===== src/hw/rtl/frs_pkg.sv =====
`default_nettype none
package frs_pkg;

	localparam int NCODES = 16;
	localparam int MAX_NEST_DEF = 10;
	localparam int IN_DEPTH = 2;
	localparam int OUT_DEPTH = 2;
	localparam int WALK_STEPS = 1024;
	localparam logic [31:0] ENDLESS_COUNT = 32'd999999999;

	localparam logic [1:0] PH_FETCH = 2'd0;
	localparam logic [1:0] PH_GCNT = 2'd1;
	localparam logic [1:0] PH_ECNT = 2'd2;
	localparam logic [1:0] PH_RUN = 2'd3;

	localparam logic [1:0] KIND_DATA = 2'd0;
	localparam logic [1:0] KIND_ECOUNT = 2'd1;
	localparam logic [1:0] KIND_GCOUNT = 2'd2;
	localparam logic [1:0] KIND_END = 2'd3;

	localparam logic [1:0] SRC_NONE = 2'd0;
	localparam logic [1:0] SRC_W32 = 2'd1;
	localparam logic [1:0] SRC_W16 = 2'd2;

	localparam logic [2:0] REG_LENGTH = 3'd4;

	typedef struct packed {
		logic [7:0] data_byte;
		logic first_byte;
		logic last_byte;
	} in_t;

	typedef struct packed {
		logic [63:0] value;
		logic [1:0] size_code;
		logic [1:0] kind;
		logic [7:0] type_code;
		logic new_row;
		logic last;
	} res_t;

	function automatic logic [15:0] code_at(input logic [255:0] words, input logic [3:0] idx);
		code_at = words[{idx, 4'b0} +: 16];
	endfunction

	// {valid, size code}
	function automatic logic [2:0] type_size(input logic [7:0] t);
		case (t) inside
			8'd8, 8'd9, 8'd10: type_size = 3'b111;
			8'd1, 8'd2, 8'd11, 8'd12: type_size = 3'b110;
			8'd4, 8'd5: type_size = 3'b101;
			8'd3, 8'd6, 8'd7: type_size = 3'b100;
			default: type_size = 3'b000;
		endcase
	endfunction

	function automatic logic [4:0] prog_len(input logic [4:0] fl);
		if (fl == 5'd0)
			prog_len = 5'd1;
		else if (fl > 5'(NCODES))
			prog_len = 5'(NCODES);
		else
			prog_len = fl;
	endfunction

endpackage
`default_nettype wire


===== src/hw/rtl/frs_fifo.sv =====
`default_nettype none
module frs_fifo
	import frs_pkg::*;
#(
	parameter int W = 8,
	parameter int DEPTH = 2
) (
	input wire logic clk,
	input wire logic arst_n,
	input wire logic wr,
	input wire logic [W-1:0] wdata,
	output logic full,
	input wire logic rd,
	output logic [W-1:0] rdata,
	output logic empty
);
	localparam int PW = (DEPTH > 1) ? $clog2(DEPTH) : 1;
	localparam int CW = $clog2(DEPTH + 1);

	logic [W-1:0] mem_q [DEPTH];
	logic [PW-1:0] wp_q, rp_q;
	logic [CW-1:0] cnt_q;
	logic do_wr, do_rd;

	assign full = (cnt_q == CW'(DEPTH));
	assign empty = (cnt_q == '0);
	assign do_wr = wr && !full;
	assign do_rd = rd && !empty;
	assign rdata = mem_q[rp_q];

	always_ff @(posedge clk) begin
		if (do_wr)
			mem_q[wp_q] <= wdata;
	end

	always_ff @(posedge clk or negedge arst_n) begin
		if (!arst_n) begin
			wp_q <= '0;
			rp_q <= '0;
			cnt_q <= '0;
		end else begin
			if (do_wr)
				wp_q <= (wp_q == PW'(DEPTH - 1)) ? '0 : wp_q + 1'b1;
			if (do_rd)
				rp_q <= (rp_q == PW'(DEPTH - 1)) ? '0 : rp_q + 1'b1;
			if (do_wr && !do_rd)
				cnt_q <= cnt_q + 1'b1;
			else if (do_rd && !do_wr)
				cnt_q <= cnt_q - 1'b1;
		end
	end
endmodule
`default_nettype wire


===== src/hw/rtl/frs_walker.sv =====
`default_nettype none
module frs_walker
	import frs_pkg::*;
#(
	parameter int MAX_NEST = MAX_NEST_DEF
) (
	input wire logic clk,
	input wire logic arst_n,
	input wire logic [255:0] words,
	input wire logic [4:0] fmt_len,
	input wire in_t in_item,
	input wire logic in_empty,
	output logic in_pop,
	output res_t res,
	output logic res_push,
	input wire logic res_full
);
	localparam int NW = $clog2(MAX_NEST + 1);
	localparam int LW = (MAX_NEST > 1) ? $clog2(MAX_NEST) : 1;
	localparam int SW = $clog2(WALK_STEPS);

	typedef enum logic [2:0] {
		ST_IDLE = 3'b001,
		ST_WALK = 3'b010,
		ST_USE = 3'b100
	} state_t;

	state_t st_q, st_d;
	logic [SW-1:0] step_q, step_d;
	logic [4:0] pos_q, pos_d;
	logic [NW-1:0] nest_q, nest_d;
	logic [4:0] start_q [MAX_NEST];
	logic [4:0] start_d [MAX_NEST];
	logic [31:0] target_q [MAX_NEST];
	logic [31:0] target_d [MAX_NEST];
	logic [31:0] done_q [MAX_NEST];
	logic [31:0] done_d [MAX_NEST];
	logic [31:0] el_q, el_d;
	logic [7:0] ct_q, ct_d;
	logic [1:0] ph_q, ph_d;
	logic [63:0] asm_q, asm_d;
	logic [2:0] bi_q, bi_d;
	logic row_q, row_d;

	always_comb begin
		logic [4:0] n, np, pw;
		logic [15:0] code, pcode;
		logic [NW-1:0] lv;
		logic [LW-1:0] l, pi;
		logic [31:0] dn, use_v, el_n;
		logic [2:0] ts, w, bin;
		logic [3:0] nb;
		logic [1:0] src;
		logic [63:0] nasm, val;
		logic found, have, do_push, clear;
		logic [31:0] push_cnt;
		logic [4:0] push_start;

		st_d = st_q; step_d = step_q; pos_d = pos_q; nest_d = nest_q;
		start_d = start_q; target_d = target_q; done_d = done_q;
		el_d = el_q; ct_d = ct_q; ph_d = ph_q; asm_d = asm_q; bi_d = bi_q; row_d = row_q;
		in_pop = 1'b0; res_push = 1'b0; res = '0;
		n = prog_len(fmt_len);
		np = pos_q + 5'd1;
		pw = pos_q - 5'd1;
		code = code_at(words, np[3:0] - 4'd1);
		pcode = code_at(words, pw[3:0]);
		lv = nest_q - 1'b1;
		l = lv[LW-1:0];
		pi = nest_q[LW-1:0];
		dn = done_q[l] + 32'd1;
		ts = type_size(code[7:0]);
		found = 1'b0; have = 1'b0; do_push = 1'b0; clear = 1'b0;
		push_cnt = '0; push_start = '0;
		nasm = asm_q | ({56'b0, in_item.data_byte} << {bi_q, 3'b0});
		src = (pos_q != 5'd0) ? pcode[15:14] : SRC_NONE;
		w = (src == SRC_W32) ? 3'd4 : ((src == SRC_W16) ? 3'd2 : 3'd1);
		bin = bi_q + 3'd1;
		val = '0; use_v = '0; el_n = '0; nb = '0;

		case (st_q)
			ST_IDLE: begin
				if (!in_empty) begin
					step_d = '0;
					if (in_item.first_byte)
						clear = 1'b1;
					st_d = (in_item.first_byte || ph_q == PH_FETCH) ? ST_WALK : ST_USE;
				end
			end
			ST_WALK: begin
				if (np > n) begin
					pos_d = '0;
					row_d = 1'b1;
				end else begin
					pos_d = np;
					if (code == 16'd0) begin
						if (nest_q != '0) begin
							done_d[l] = dn;
							if (dn >= target_q[l])
								nest_d = lv;
							else
								pos_d = start_q[l];
						end
					end else begin
						asm_d = '0;
						bi_d = '0;
						if (code[7:0] == 8'd0) begin
							if (code[15:14] != SRC_NONE) begin
								ph_d = PH_GCNT;
								found = 1'b1;
							end else begin
								do_push = 1'b1;
								push_cnt = {26'b0, code[13:8]};
								push_start = np;
							end
						end else begin
							ct_d = code[7:0];
							if (nest_q != '0 && np == n - 5'd1 && np == start_q[l] + 5'd1) begin
								el_d = ENDLESS_COUNT;
								if (ts[2]) begin
									ph_d = PH_RUN;
									found = 1'b1;
								end
							end else if (code[13:8] == 6'd0) begin
								if (code[15:14] != SRC_NONE) begin
									ph_d = PH_ECNT;
									found = 1'b1;
								end
							end else if (ts[2]) begin
								el_d = {26'b0, code[13:8]};
								ph_d = PH_RUN;
								found = 1'b1;
							end
						end
					end
				end
				step_d = step_q + 1'b1;
				if (found || step_q == SW'(WALK_STEPS - 1))
					st_d = ST_USE;
			end
			ST_USE: begin
				if (!res_full) begin
					in_pop = 1'b1;
					st_d = ST_IDLE;
					ts = type_size(ct_q);
					if (ph_q == PH_GCNT || ph_q == PH_ECNT) begin
						if (bin >= w) begin
							case (w)
								3'd4: val = {{32{nasm[31]}}, nasm[31:0]};
								3'd2: val = {{48{nasm[15]}}, nasm[15:0]};
								default: val = {{56{nasm[7]}}, nasm[7:0]};
							endcase
							use_v = val[63] ? 32'd0 : val[31:0];
							have = 1'b1;
							res.value = val;
							res.size_code = (w == 3'd4) ? 2'd2 : ((w == 3'd2) ? 2'd1 : 2'd0);
							asm_d = '0;
							bi_d = '0;
							if (ph_q == PH_GCNT) begin
								res.kind = KIND_GCOUNT;
								do_push = 1'b1;
								push_cnt = use_v;
								push_start = pos_q;
								ph_d = PH_FETCH;
							end else begin
								res.kind = KIND_ECOUNT;
								res.type_code = ct_q;
								if (use_v != 32'd0 && ts[2]) begin
									el_d = use_v;
									ph_d = PH_RUN;
								end else
									ph_d = PH_FETCH;
							end
						end else begin
							asm_d = nasm;
							bi_d = bin;
						end
					end else if (ph_q == PH_RUN) begin
						nb = ts[2] ? (4'd1 << ts[1:0]) : 4'd1;
						if ({1'b0, bi_q} + 4'd1 >= nb) begin
							have = 1'b1;
							res.value = nasm;
							res.size_code = ts[2] ? ts[1:0] : 2'd0;
							res.kind = KIND_DATA;
							res.type_code = ct_q;
							asm_d = '0;
							bi_d = '0;
							el_n = (el_q != 32'd0) ? el_q - 32'd1 : 32'd0;
							el_d = el_n;
							if (el_n == 32'd0)
								ph_d = PH_FETCH;
						end else begin
							asm_d = nasm;
							bi_d = bin;
						end
					end
					if (have || in_item.last_byte) begin
						res_push = 1'b1;
						if (!have)
							res.kind = KIND_END;
						res.new_row = row_q;
						res.last = in_item.last_byte;
						row_d = 1'b0;
					end
					if (in_item.last_byte)
						clear = 1'b1;
				end
			end
			default: st_d = ST_IDLE;
		endcase

		if (do_push && nest_q < NW'(MAX_NEST)) begin
			start_d[pi] = push_start;
			target_d[pi] = push_cnt;
			done_d[pi] = '0;
			nest_d = nest_q + 1'b1;
		end
		if (clear) begin
			pos_d = '0; nest_d = '0; el_d = '0; ct_d = '0; ph_d = PH_FETCH;
			asm_d = '0; bi_d = '0; row_d = 1'b0;
		end
	end

	always_ff @(posedge clk) begin
		start_q <= start_d;
		target_q <= target_d;
		done_q <= done_d;
	end

	always_ff @(posedge clk or negedge arst_n) begin
		if (!arst_n) begin
			st_q <= ST_IDLE;
			step_q <= '0;
			pos_q <= '0;
			nest_q <= '0;
			el_q <= '0;
			ct_q <= '0;
			ph_q <= PH_FETCH;
			asm_q <= '0;
			bi_q <= '0;
			row_q <= 1'b0;
		end else begin
			st_q <= st_d;
			step_q <= step_d;
			pos_q <= pos_d;
			nest_q <= nest_d;
			el_q <= el_d;
			ct_q <= ct_d;
			ph_q <= ph_d;
			asm_q <= asm_d;
			bi_q <= bi_d;
			row_q <= row_d;
		end
	end

	a_nest_bound: assert property (@(posedge clk) disable iff (!arst_n)
		nest_q <= NW'(MAX_NEST)) else $error("nest level overflow");
	a_pos_bound: assert property (@(posedge clk) disable iff (!arst_n)
		pos_q <= 5'(NCODES)) else $error("format position out of range");
	a_push_use: assert property (@(posedge clk) disable iff (!arst_n)
		res_push |-> (st_q == ST_USE && in_pop)) else $error("result outside byte use");
	a_pop_idle: assert property (@(posedge clk) disable iff (!arst_n)
		in_pop |=> st_q == ST_IDLE) else $error("byte use did not return to idle");
endmodule
`default_nettype wire


===== src/hw/rtl/format_driven_record_splitter.sv =====
`default_nettype none
// Record splitter: bytes pushed in are split into typed elements and counts under a
// program of up to 16 format codes, which the user must write through the cfg port
// only while idle; the block does not enforce this. A short input queue decouples
// the pusher from the walker. A byte that the current code still needs goes from the
// idle state to the use state, where it is popped once the output queue has room; to
// reach the next code, the single-step format walker first walks the format (at most
// 1024 steps before the byte is dropped). Results wait in a two-deep output queue.
module format_driven_record_splitter
	import frs_pkg::*;
#(
	parameter int MAX_NEST = MAX_NEST_DEF
) (
	input wire logic clk,
	input wire logic arst_n,
	input wire logic cfg_we,
	input wire logic [2:0] cfg_index,
	input wire logic [63:0] cfg_data,
	input wire logic [7:0] data_byte,
	input wire logic first_byte,
	input wire logic last_byte,
	input wire logic push,
	output logic full,
	output logic [63:0] value,
	output logic [1:0] size_code,
	output logic [1:0] kind,
	output logic [7:0] type_code,
	output logic new_row,
	output logic last,
	output logic empty,
	input wire logic pop
);
	logic [3:0][63:0] words_q;
	logic [4:0] len_q;
	in_t in_w, in_r;
	res_t res_w, res_r;
	logic in_empty, in_pop, res_push, res_full;

	always_ff @(posedge clk or negedge arst_n) begin
		if (!arst_n) begin
			words_q <= '0;
			len_q <= 5'd1;
		end else if (cfg_we) begin
			if (cfg_index < REG_LENGTH)
				words_q[cfg_index[1:0]] <= cfg_data;
			else if (cfg_index == REG_LENGTH)
				len_q <= cfg_data[4:0];
		end
	end

	assign in_w = '{data_byte: data_byte, first_byte: first_byte, last_byte: last_byte};

	frs_fifo #(.W($bits(in_t)), .DEPTH(IN_DEPTH)) u_in_q (
		.clk(clk), .arst_n(arst_n),
		.wr(push), .wdata(in_w), .full(full),
		.rd(in_pop), .rdata(in_r), .empty(in_empty)
	);

	frs_walker #(.MAX_NEST(MAX_NEST)) u_walker (
		.clk(clk), .arst_n(arst_n),
		.words(words_q), .fmt_len(len_q),
		.in_item(in_r), .in_empty(in_empty), .in_pop(in_pop),
		.res(res_w), .res_push(res_push), .res_full(res_full)
	);

	frs_fifo #(.W($bits(res_t)), .DEPTH(OUT_DEPTH)) u_out_q (
		.clk(clk), .arst_n(arst_n),
		.wr(res_push), .wdata(res_w), .full(res_full),
		.rd(pop), .rdata(res_r), .empty(empty)
	);

	assign value = res_r.value;
	assign size_code = res_r.size_code;
	assign kind = res_r.kind;
	assign type_code = res_r.type_code;
	assign new_row = res_r.new_row;
	assign last = res_r.last;
endmodule
`default_nettype wire


===== config.mk =====
export PLATFORM = sky130hd
export DESIGN_NAME = format_driven_record_splitter
export DESIGN_NICKNAME = d
export VERILOG_FILES = /design/src/hw/rtl/frs_pkg.sv /design/src/hw/rtl/frs_fifo.sv /design/src/hw/rtl/frs_walker.sv /design/src/hw/rtl/format_driven_record_splitter.sv
export SDC_FILE = /design/constraint.sdc
export NUM_CORES = 2
export LEC_CHECK = 0
export BUFFER_PORTS_ARGS = -buffer_cell sky130_fd_sc_hd__clkbuf_2
export CAP_MARGIN = 10
export CORE_MARGIN = 2
export CORE_UTILIZATION = 30
export CTS_BUF_LIST = sky130_fd_sc_hd__clkbuf_2 sky130_fd_sc_hd__clkbuf_4 sky130_fd_sc_hd__clkbuf_8
export DETAILED_ROUTE_END_ITERATION = 8
export PLACE_DENSITY = 0.53
export SKIP_LAST_GASP = 1
export SYNTH_ARGS = -nofsm -noshare
export SYNTH_HDL_FRONTEND = slang
export SYNTH_HIERARCHICAL = 1
export SYNTH_SLANG_ARGS = --single-unit

===== constraint.sdc =====
create_clock -name clk -period 9.3 [get_ports clk]
set_clock_uncertainty 0.1 [all_clocks]
set_input_delay 1.395 -clock clk [delete_from_list [all_inputs] [get_ports clk]]
set_output_delay 1.395 -clock clk [all_outputs]
set_load 0.05 [all_outputs]

## After elaboration in Yosys (flattened, before gate mapping)

Memories as Yosys holds them, arrays and structs flattened.
Index checks and enable logic that the tools add are counted.

| storage, ports and cells | value |
|---|---|
| flip-flop bits (word level) | 1091 |
| bits in writable memories | 176 |
| bits of input ports | 82 |
| memories | 2 |

| operators by class | value |
|---|---|
| add/subtract/negate cells | 20 |
| $lt $le $gt $ge | 13 |
| equality and inequality tests | 63 |
| shift operators | 4 |
| muxes and demuxes | 207 |
| bitwise operators | 6 |
| reductions and logical operators | 67 |

Memory list:

| name | depth | width | read ports | clocked after memory_dff | write ports | RTL line | RTL |
|---|---|---|---|---|---|---|---|
| u_out_q.mem_q | 2 | 78 | 1 | 0 | 1 | frs_fifo.sv:20 | `logic [W-1:0] mem_q [DEPTH];` |
| u_in_q.mem_q | 2 | 10 | 1 | 0 | 1 | frs_fifo.sv:20 |  |

Operator list:

| cell | number |
|---|---|
| $mux 320 | 5 |
| $mux 32 | 29 |
| $mux 64 | 13 |
| $bwmux 320 | 2 |
| $shiftx 256x9->16 | 2 |
| $and 320x320->320 | 1 |
| $not 320->320 | 1 |
| $mux 76 | 4 |
| $bmux 32 s4 | 2 |
| $bwmux 256 | 1 |
| $demux 32 s4 | 2 |
| $pmux 64 s2 | 2 |
| $mux 78 | 2 |
| $demux 64 s2 | 1 |
| $pmux 32 s2 | 2 |
| $mux 5 | 19 |
| $eq 8x4->1 const B | 10 |
| $mux 3 | 23 |
| $eq 8x3->1 const B | 8 |
| $or 64x64->64 | 1 |
| $reduce_bool 32->1 | 2 |
| $shl 8x6->64 | 1 |
| $mux 2 | 29 |
| $bwmux 50 | 1 |
| other kinds (78) | 217 |

## Depth between registers and ports, before layout

| depth | value |
|---|---|
| depth after elaboration | 25 |
| mapped depth | 39 |
| mapped depth without buffers | 23 |

## By module

The synthesis kept the hierarchy.

By module, submodules not included:

| module | instances | cells an instance | area an instance (µm²) | sequential area each (µm²) |
|---|---|---|---|---|
| frs_walker | 1 | 3749 | 41392.2 | 20520.9 |
| format_driven_record_splitter | 1 | 555 | 10453.8 | 6532.5 |
| frs_fifo at u_out_q | 1 | 262 | 5860.6 | 4784.6 |
| frs_fifo at u_in_q | 1 | 50 | 919.6 | 700.7 |

## Worst setup path after synthesis

No wires, ideal clock.

| timing | value |
|---|---|
| kind | reg-to-reg |
| start | register u_walker.pos_q[0] |
| end | memory u_out_q/mem_q[0][0] (netlist name), enable pin |
| library setup time | 0.515 ns |
| data arrival time | 9.045 ns |
| data required time | 8.685 ns |
| slack | -0.360 ns |
| cell stages (with the launch flop) | 26 |
| path buffers | 8 |
| clock period less this slack | 9.660 ns |
| cell sequence | dfrtp_1 clkbuf_1 clkbuf_1 buf_1 inv_1 ha_1 buf_2 buf_2 buf_2 clkbuf_1 mux4_2 mux2_2 o211ai_1 inv_1 ha_1 ha_1 nand2b_1 a21o_1 a21o_1 nand2_1 clkbuf_1 nand2_1 nand2_1 nand2_1 nand2_1 nor2_1 |

| between the ends | value |
|---|---|
| longest elaborated chain between the ends | 18 |

RTL lines:

| element | RTL line | RTL |
|---|---|---|
| from (decl) | frs_walker.sv:30 | `logic [4:0] pos_q, pos_d;` |
| from (signal assigned) | frs_walker.sv:245 | `pos_q <= pos_d;` |
| $sub 4x1->4 | frs_walker.sv:65 | `pw = pos_q - 5'd1;` |
| $shiftx 256x9->16 | frs_pkg.sv:43 | `code_at = words[{idx, 4'b0} +: 16];` |
| $mux 2 * | frs_walker.sv:76 | `src = (pos_q != 5'd0) ? pcode[15:14] : SRC_NONE;` |
| $eq 2x2->1 | frs_walker.sv:77 | `w = (src == SRC_W32) ? 3'd4 : ((src == SRC_W16) ? 3'd2 : 3'd1);` |
| $mux 2 | frs_walker.sv:77 |  |
| $mux 3 * | frs_walker.sv:77 |  |
| $ge 3x3->1 * | frs_walker.sv:147 | `if (bin >= w) begin` |
| $mux 1 * | frs_walker.sv:147 |  |
| (+3 left out) | -- |  |
| $logic_or 1x1->1 * | frs_walker.sv:197 | `if (have \|\| in_item.last_byte) begin` |
| $mux 1 * | frs_walker.sv:197 |  |
| $mux 1 * | frs_walker.sv:142 | `if (!res_full) begin` |
| $mux 1 * | frs_walker.sv:81 | `case (st_q)` |
| net res_push | format_driven_record_splitter.sv:37 | `logic in_empty, in_pop, res_push, res_full;` |
| $logic_and 1x1->1 * | frs_fifo.sv:27 | `assign do_wr = wr && !full;` |
| $mux 1 * | frs_fifo.sv:32 | `if (do_wr)` |
| $mux 1 (not written as such) * | frs_fifo.sv:33 | `mem_q[wp_q] <= wdata;` |
| to (decl) | frs_fifo.sv:20 |  |

The timed path passes the listed nets; every way through them passes the cells marked *. The select of a mux whose other input is x is not followed.

## Worst setup path after layout

| timing | value |
|---|---|
| start | register u_walker.nest_q[0] |
| end | register u_walker.pos_q[2] |

| between the ends | value |
|---|---|
| longest elaborated chain between the ends | 13 |

RTL lines:

| element | RTL line | RTL |
|---|---|---|
| from (decl) | frs_walker.sv:31 | `logic [NW-1:0] nest_q, nest_d;` |
| from (signal assigned) | frs_walker.sv:246 | `nest_q <= nest_d;` |
| $sub 4x1->4 | frs_walker.sv:68 | `lv = nest_q - 1'b1;` |
| $not 4->5 (not written as such) | frs_walker.sv:71, frs_walker.sv:99, frs_walker.sv:102 |  |
| $bmux 32 s4 | frs_walker.sv:71 | `dn = done_q[l] + 32'd1;` |
| $mux 32 (not written as such) (2 in series) | frs_walker.sv:71 |  |
| $add 32x1->32 | frs_walker.sv:71 |  |
| $ge 32x32->1 | frs_walker.sv:99 | `if (dn >= target_q[l])` |
| $mux 5 | frs_walker.sv:99 |  |
| $mux 5 * | frs_walker.sv:97 | `if (nest_q != '0) begin` |
| $mux 5 * | frs_walker.sv:96 | `if (code == 16'd0) begin` |
| $mux 5 * | frs_walker.sv:91 | `if (np > n) begin` |
| $mux 5 * | frs_walker.sv:81 |  |
| $mux 5 * | frs_walker.sv:218 | `if (clear) begin` |

Every way passes the cells marked *; elsewhere a longest branch is shown, timed or not. The select of a mux whose other input is x is not followed.
A chain may end at the register's enable or synchronous reset.

==> run_results.csv <==
group,metric,value,unit
outcome,outcome,"completed",
hold_path,hold_path_class,"input port to asynchronous set/reset pin",
floorplanning,floorplan.die_area,199000,um^2
sta,clock.fmax,126,MHz
grt,grtUsageTotal,0.163,
route,drt_first_pass_iters,6,
critical_path,slowest_delay,0.82,ns
sta,worst-slew-pin-transition,1.24,ns
route,detail_route.vias_per_cell,5.11,
floorplanning,core.rowCount,162,
critical_path,criticalPathCategory,"register to register",
clock_network,clock_latency,0.98,ns
synth,synth_warnings,6,
clock_network,ctsHtreeMaxLevel,4,
synth,yosys.area.top_type,"sky130_fd_sc_hd__edfxtp_1",
clock_network,cts-hold-fix-buffers,0,
critical_path,cp_slowest_cell,"sky130_fd_sc_hd__dfrtp_4",
floorplanning,initial_core_util,0.301,
power,seq_power_share,0.349,
clock_network,cts_max_path_buffers,3,
synth,synth.ff_latch_count,1257,
clock_network,clock_sinks,1257,
critical_path,reg2reg_slack,1.37,ns
synth,syn-mean-instance-area,12.7,um^2
grt,grt_pass1_vias,39000,
critical_path,timing.critical_path.arrival,8.68,ns
floorplanning,floorplan.io_pins,162,
power,share_comb_of_total_power,0.373,
critical_path,worstReg2RegStart,"u_walker/nest_q[0]$_DFFE_PN0P_",
route,drc,0,
grt,largest_net_degree_at_the_start_of_global_routing,156,
synth,synth_top_area_share,0.275,
route,antenna_violating_nets_post_route,0,
synth,syn_area,58600,um^2
sta,hold_ws,0.304,ns
finish,drive_gt1_frac,0.264,
job,drv_cap,0,
clock_network,number_of_cts_inserted_buffers,210,
finish,layout_commonest_cell,"sky130_fd_sc_hd__edfxtp_1",
power,power_density,285,nW/um^2
clock_network,clk_pin_slew_worst_paths,0.07,ns
sta,finalHoldViolations,0,
sta,timing.setup.tns,0,ns
placed_design,gp_routability_congestion,0.846,
grt,grt.overflow.total,0,
clock_network,postCtsSetupBuffers,0,
sta,final_min_period_over_clock_period,0.853,
route,dr_total_vias,38200,
critical_path,r2r_end,"u_walker/pos_q[2]$_DFFE_PN0N_",
critical_path,crit_path_max_fanout,26,
critical_path,timing.critical_path.to_type,"register",
finish,most-common-layout-cells,"sky130_fd_sc_hd__edfxtp_1, sky130_fd_sc_hd__nand2_1, sky130_fd_sc_hd__nor2_1, sky130_fd_sc_hd__dfrtp_1, sky130_fd_sc_hd__dfxtp_1",
synth,synth_ff_type,"sky130_fd_sc_hd__edfxtp_1",
placed_design,buffer_ports.inserted,161,
sta,slew_violations,0,
synth,postSynthNetCount,4766,
sta,min_period,7.93,ns
critical_path,cp.required,10.05,ns
placed_design,placement.cell_area,61800,um^2
critical_path,critPathLaunchType,"register",
power,clock_power_share,0.278,
finish,synthToLayoutAreaGrowth,13.2,%
route,route.detailed.wl_per_inst,22.0,um
finish,post_route_standard_cell_area_excluding_fillers,66300,um^2
floorplanning,floorplan.die.height,446,um
critical_path,worstPathCellList,"inv_1 -> ha_1 -> xor2_4 -> mux2i_1 -> o22a_1 -> nor4_1 -> and4_1 -> nand3_1 -> xnor2_1 -> ha_1 -> nand2_1 -> o21ai_0 -> a2111oi_0 -> a2111oi_0 -> nor3_1 -> o21ai_0 -> nor2_1 -> a21o_1 -> o22ai_1 -> a211o_1",
route,drt-initial-drc-count,2584,
placed_design,post-dp-hpwl,102,mm
grt,antenna_found_initial,17,
floorplanning,placeableCoreArea,195000,um^2
finish,layout.nets,4908,
clock_network,clock_tree_from_tritoncts,"built",
power,sw_frac_of_total,0.380,
grt,grt_first_pass_wirelength,249,mm
sta,timing.max_slew.rel_slack,0.174,
synth,synthTopCellsByArea,"sky130_fd_sc_hd__edfxtp_1, sky130_fd_sc_hd__dfrtp_1, sky130_fd_sc_hd__dfxtp_1",
power,power_report.internal_total,11700,uW
clock_network,cts_resized,0,
critical_path,timing.critical_path.from,"u_walker/nest_q[0]$_DFFE_PN0P_",
synth,synthArstFlopShare,0.319,
clock_network,clock-root-buffer,"sky130_fd_sc_hd__clkbuf_8",
finish,layout.filler_cells,19200,
synth,synth_enable_flop_cells,536,
critical_path,r2r.worst_path.cells,20,
synth,synth-seq-area-share,0.555,
power,netSwitchingPower,7180,uW
power,vdd.ir_drop.worst,0.198,mV
power,total_leakage_power,0.0265,uW
sta,final_number_of_setup_violating_endpoints,0,
synth,synth_cell_type_count,88,
synth,postSynthCellCount,4616,
route,route.final.wire_length,164,mm
sta,rsz0062_at_grt,"no",
floorplanning,die_w,446,um
power groups by stage:
stage	Combinational (uW)	Sequential, uW	Clock [uW]
3_5_place_dp	7070	6700	0
2_1_floorplan	5160	6500	0
3_3_place_gp	7040	6690	0
4_1_cts	7100	6600	5410
5_1_grt	7550	6660	5640
6_report	7050	6600	5260
metal layers:
layer  vias to the layer above  track usage  share of wire
met5                         -            0        0.00093
met4                        22       0.0529          0.027
met1                     19600        0.221           0.45
met2                      1050        0.263           0.47
li1                      17300            -              -
met3                       277       0.0311          0.053
per-stage QoR:
stage / power [uW] / setup WS, ns / util / std cells
4_1_cts: 19100 / 1.49 / 0.341 / 7467
2_1_floorplan: 11700 / 0.949 / - / 4616
6_report: 18900 / 1.37 / 0.341 / 7472
5_1_grt: 19900 / 0.939 / 0.341 / 7470
3_3_place_gp: 13700 / 1.46 / 0.317 / 7086
3_5_place_dp: 13800 / 1.51 / 0.318 / 7088
worst max-delay path by stage:
stage / to / slack [ns] / cells after the start
2_1_floorplan: u_out_q/mem_q[0][0]$_DFFE_PP_ / 0.95 / 25
4_1_cts: u_walker/done_q[161]$_DFF_P_ / 1.49 / 14
3_3_place_gp: u_walker/done_q[89]$_DFF_P_ / 1.46 / 13
6_report: u_walker/pos_q[2]$_DFFE_PN0N_ / 1.37 / 20
5_1_grt: u_walker/pos_q[2]$_DFFE_PN0N_ / 0.94 / 20
3_5_place_dp: u_walker/pos_q[2]$_DFFE_PN0N_ / 1.51 / 20
logic make-up after synthesis:
family,share of synthesized area
flip-flops,0.555
AND/OR/NAND/NOR,0.0939
multiplexers,0.215
AO/OA/AOI/OAI,0.0743
buffers and inverters,0.0365
XOR/XNOR,0.0112
adder cells (fa/ha/maj),0.0145
critical path, delay by kind of cell (launching register included):
kind,cells,cell delay (ns)
AOI/OAI and AO/OA,8,2.18
xor gates and xnor gates,2,1.26
adders and majority gates,2,0.83
buffers and inverters,1,0.25
DFF,1,0.82
muxes,1,0.19
and+or+nand+nor,6,2.16
state kept, by name (all words and copies together), names as in the netlist, 8 cells and up:
signal / count
u_walker/done_q: 320
u_walker/target_q: 310
u_walker/step_q: 10
u_walker/el_q: 32
u_walker/asm_q: 64
words_q: 256
u_walker/start_q: 50
u_walker/ct_q: 8
u_out_q/mem_q: 156
u_in_q/mem_q: 20
cell usage after synthesis, drive strengths merged (14+ instances only):
cell      n
a21o     18
a21oi   285
a31oi    81
and2     18
and3     27
buf     165
clkbuf  180
dfrtp   399
dfxtp   320
edfxtp  536
ha       68
inv      42
mux2    398
mux2i   301
mux4    204
nand2   456
nand2b   25
nand3    55
nand4    27
nor2    433
nor2b    24
nor3     45
nor4     22
o21a     70
o21ai   118
o22a     14
o22ai    48
xnor2    48
xor2     26
final cells by class:
cell class / count / area [um^2] / area share
clock buffer: 321 / 3920 / 0.0591
timing repair buffer: 275 / 1740 / 0.0263
sequential: 1257 / 32600 / 0.491
antenna: 5 / 12.5 / 0.000189
multi-input combinational: 2970 / 24100 / 0.364
tap: 2542 / 3180 / 0.0479
inverter: 44 / 165 / 0.00249
clock inverter: 58 / 617 / 0.00930
Power figures use the tool's default switching activity.
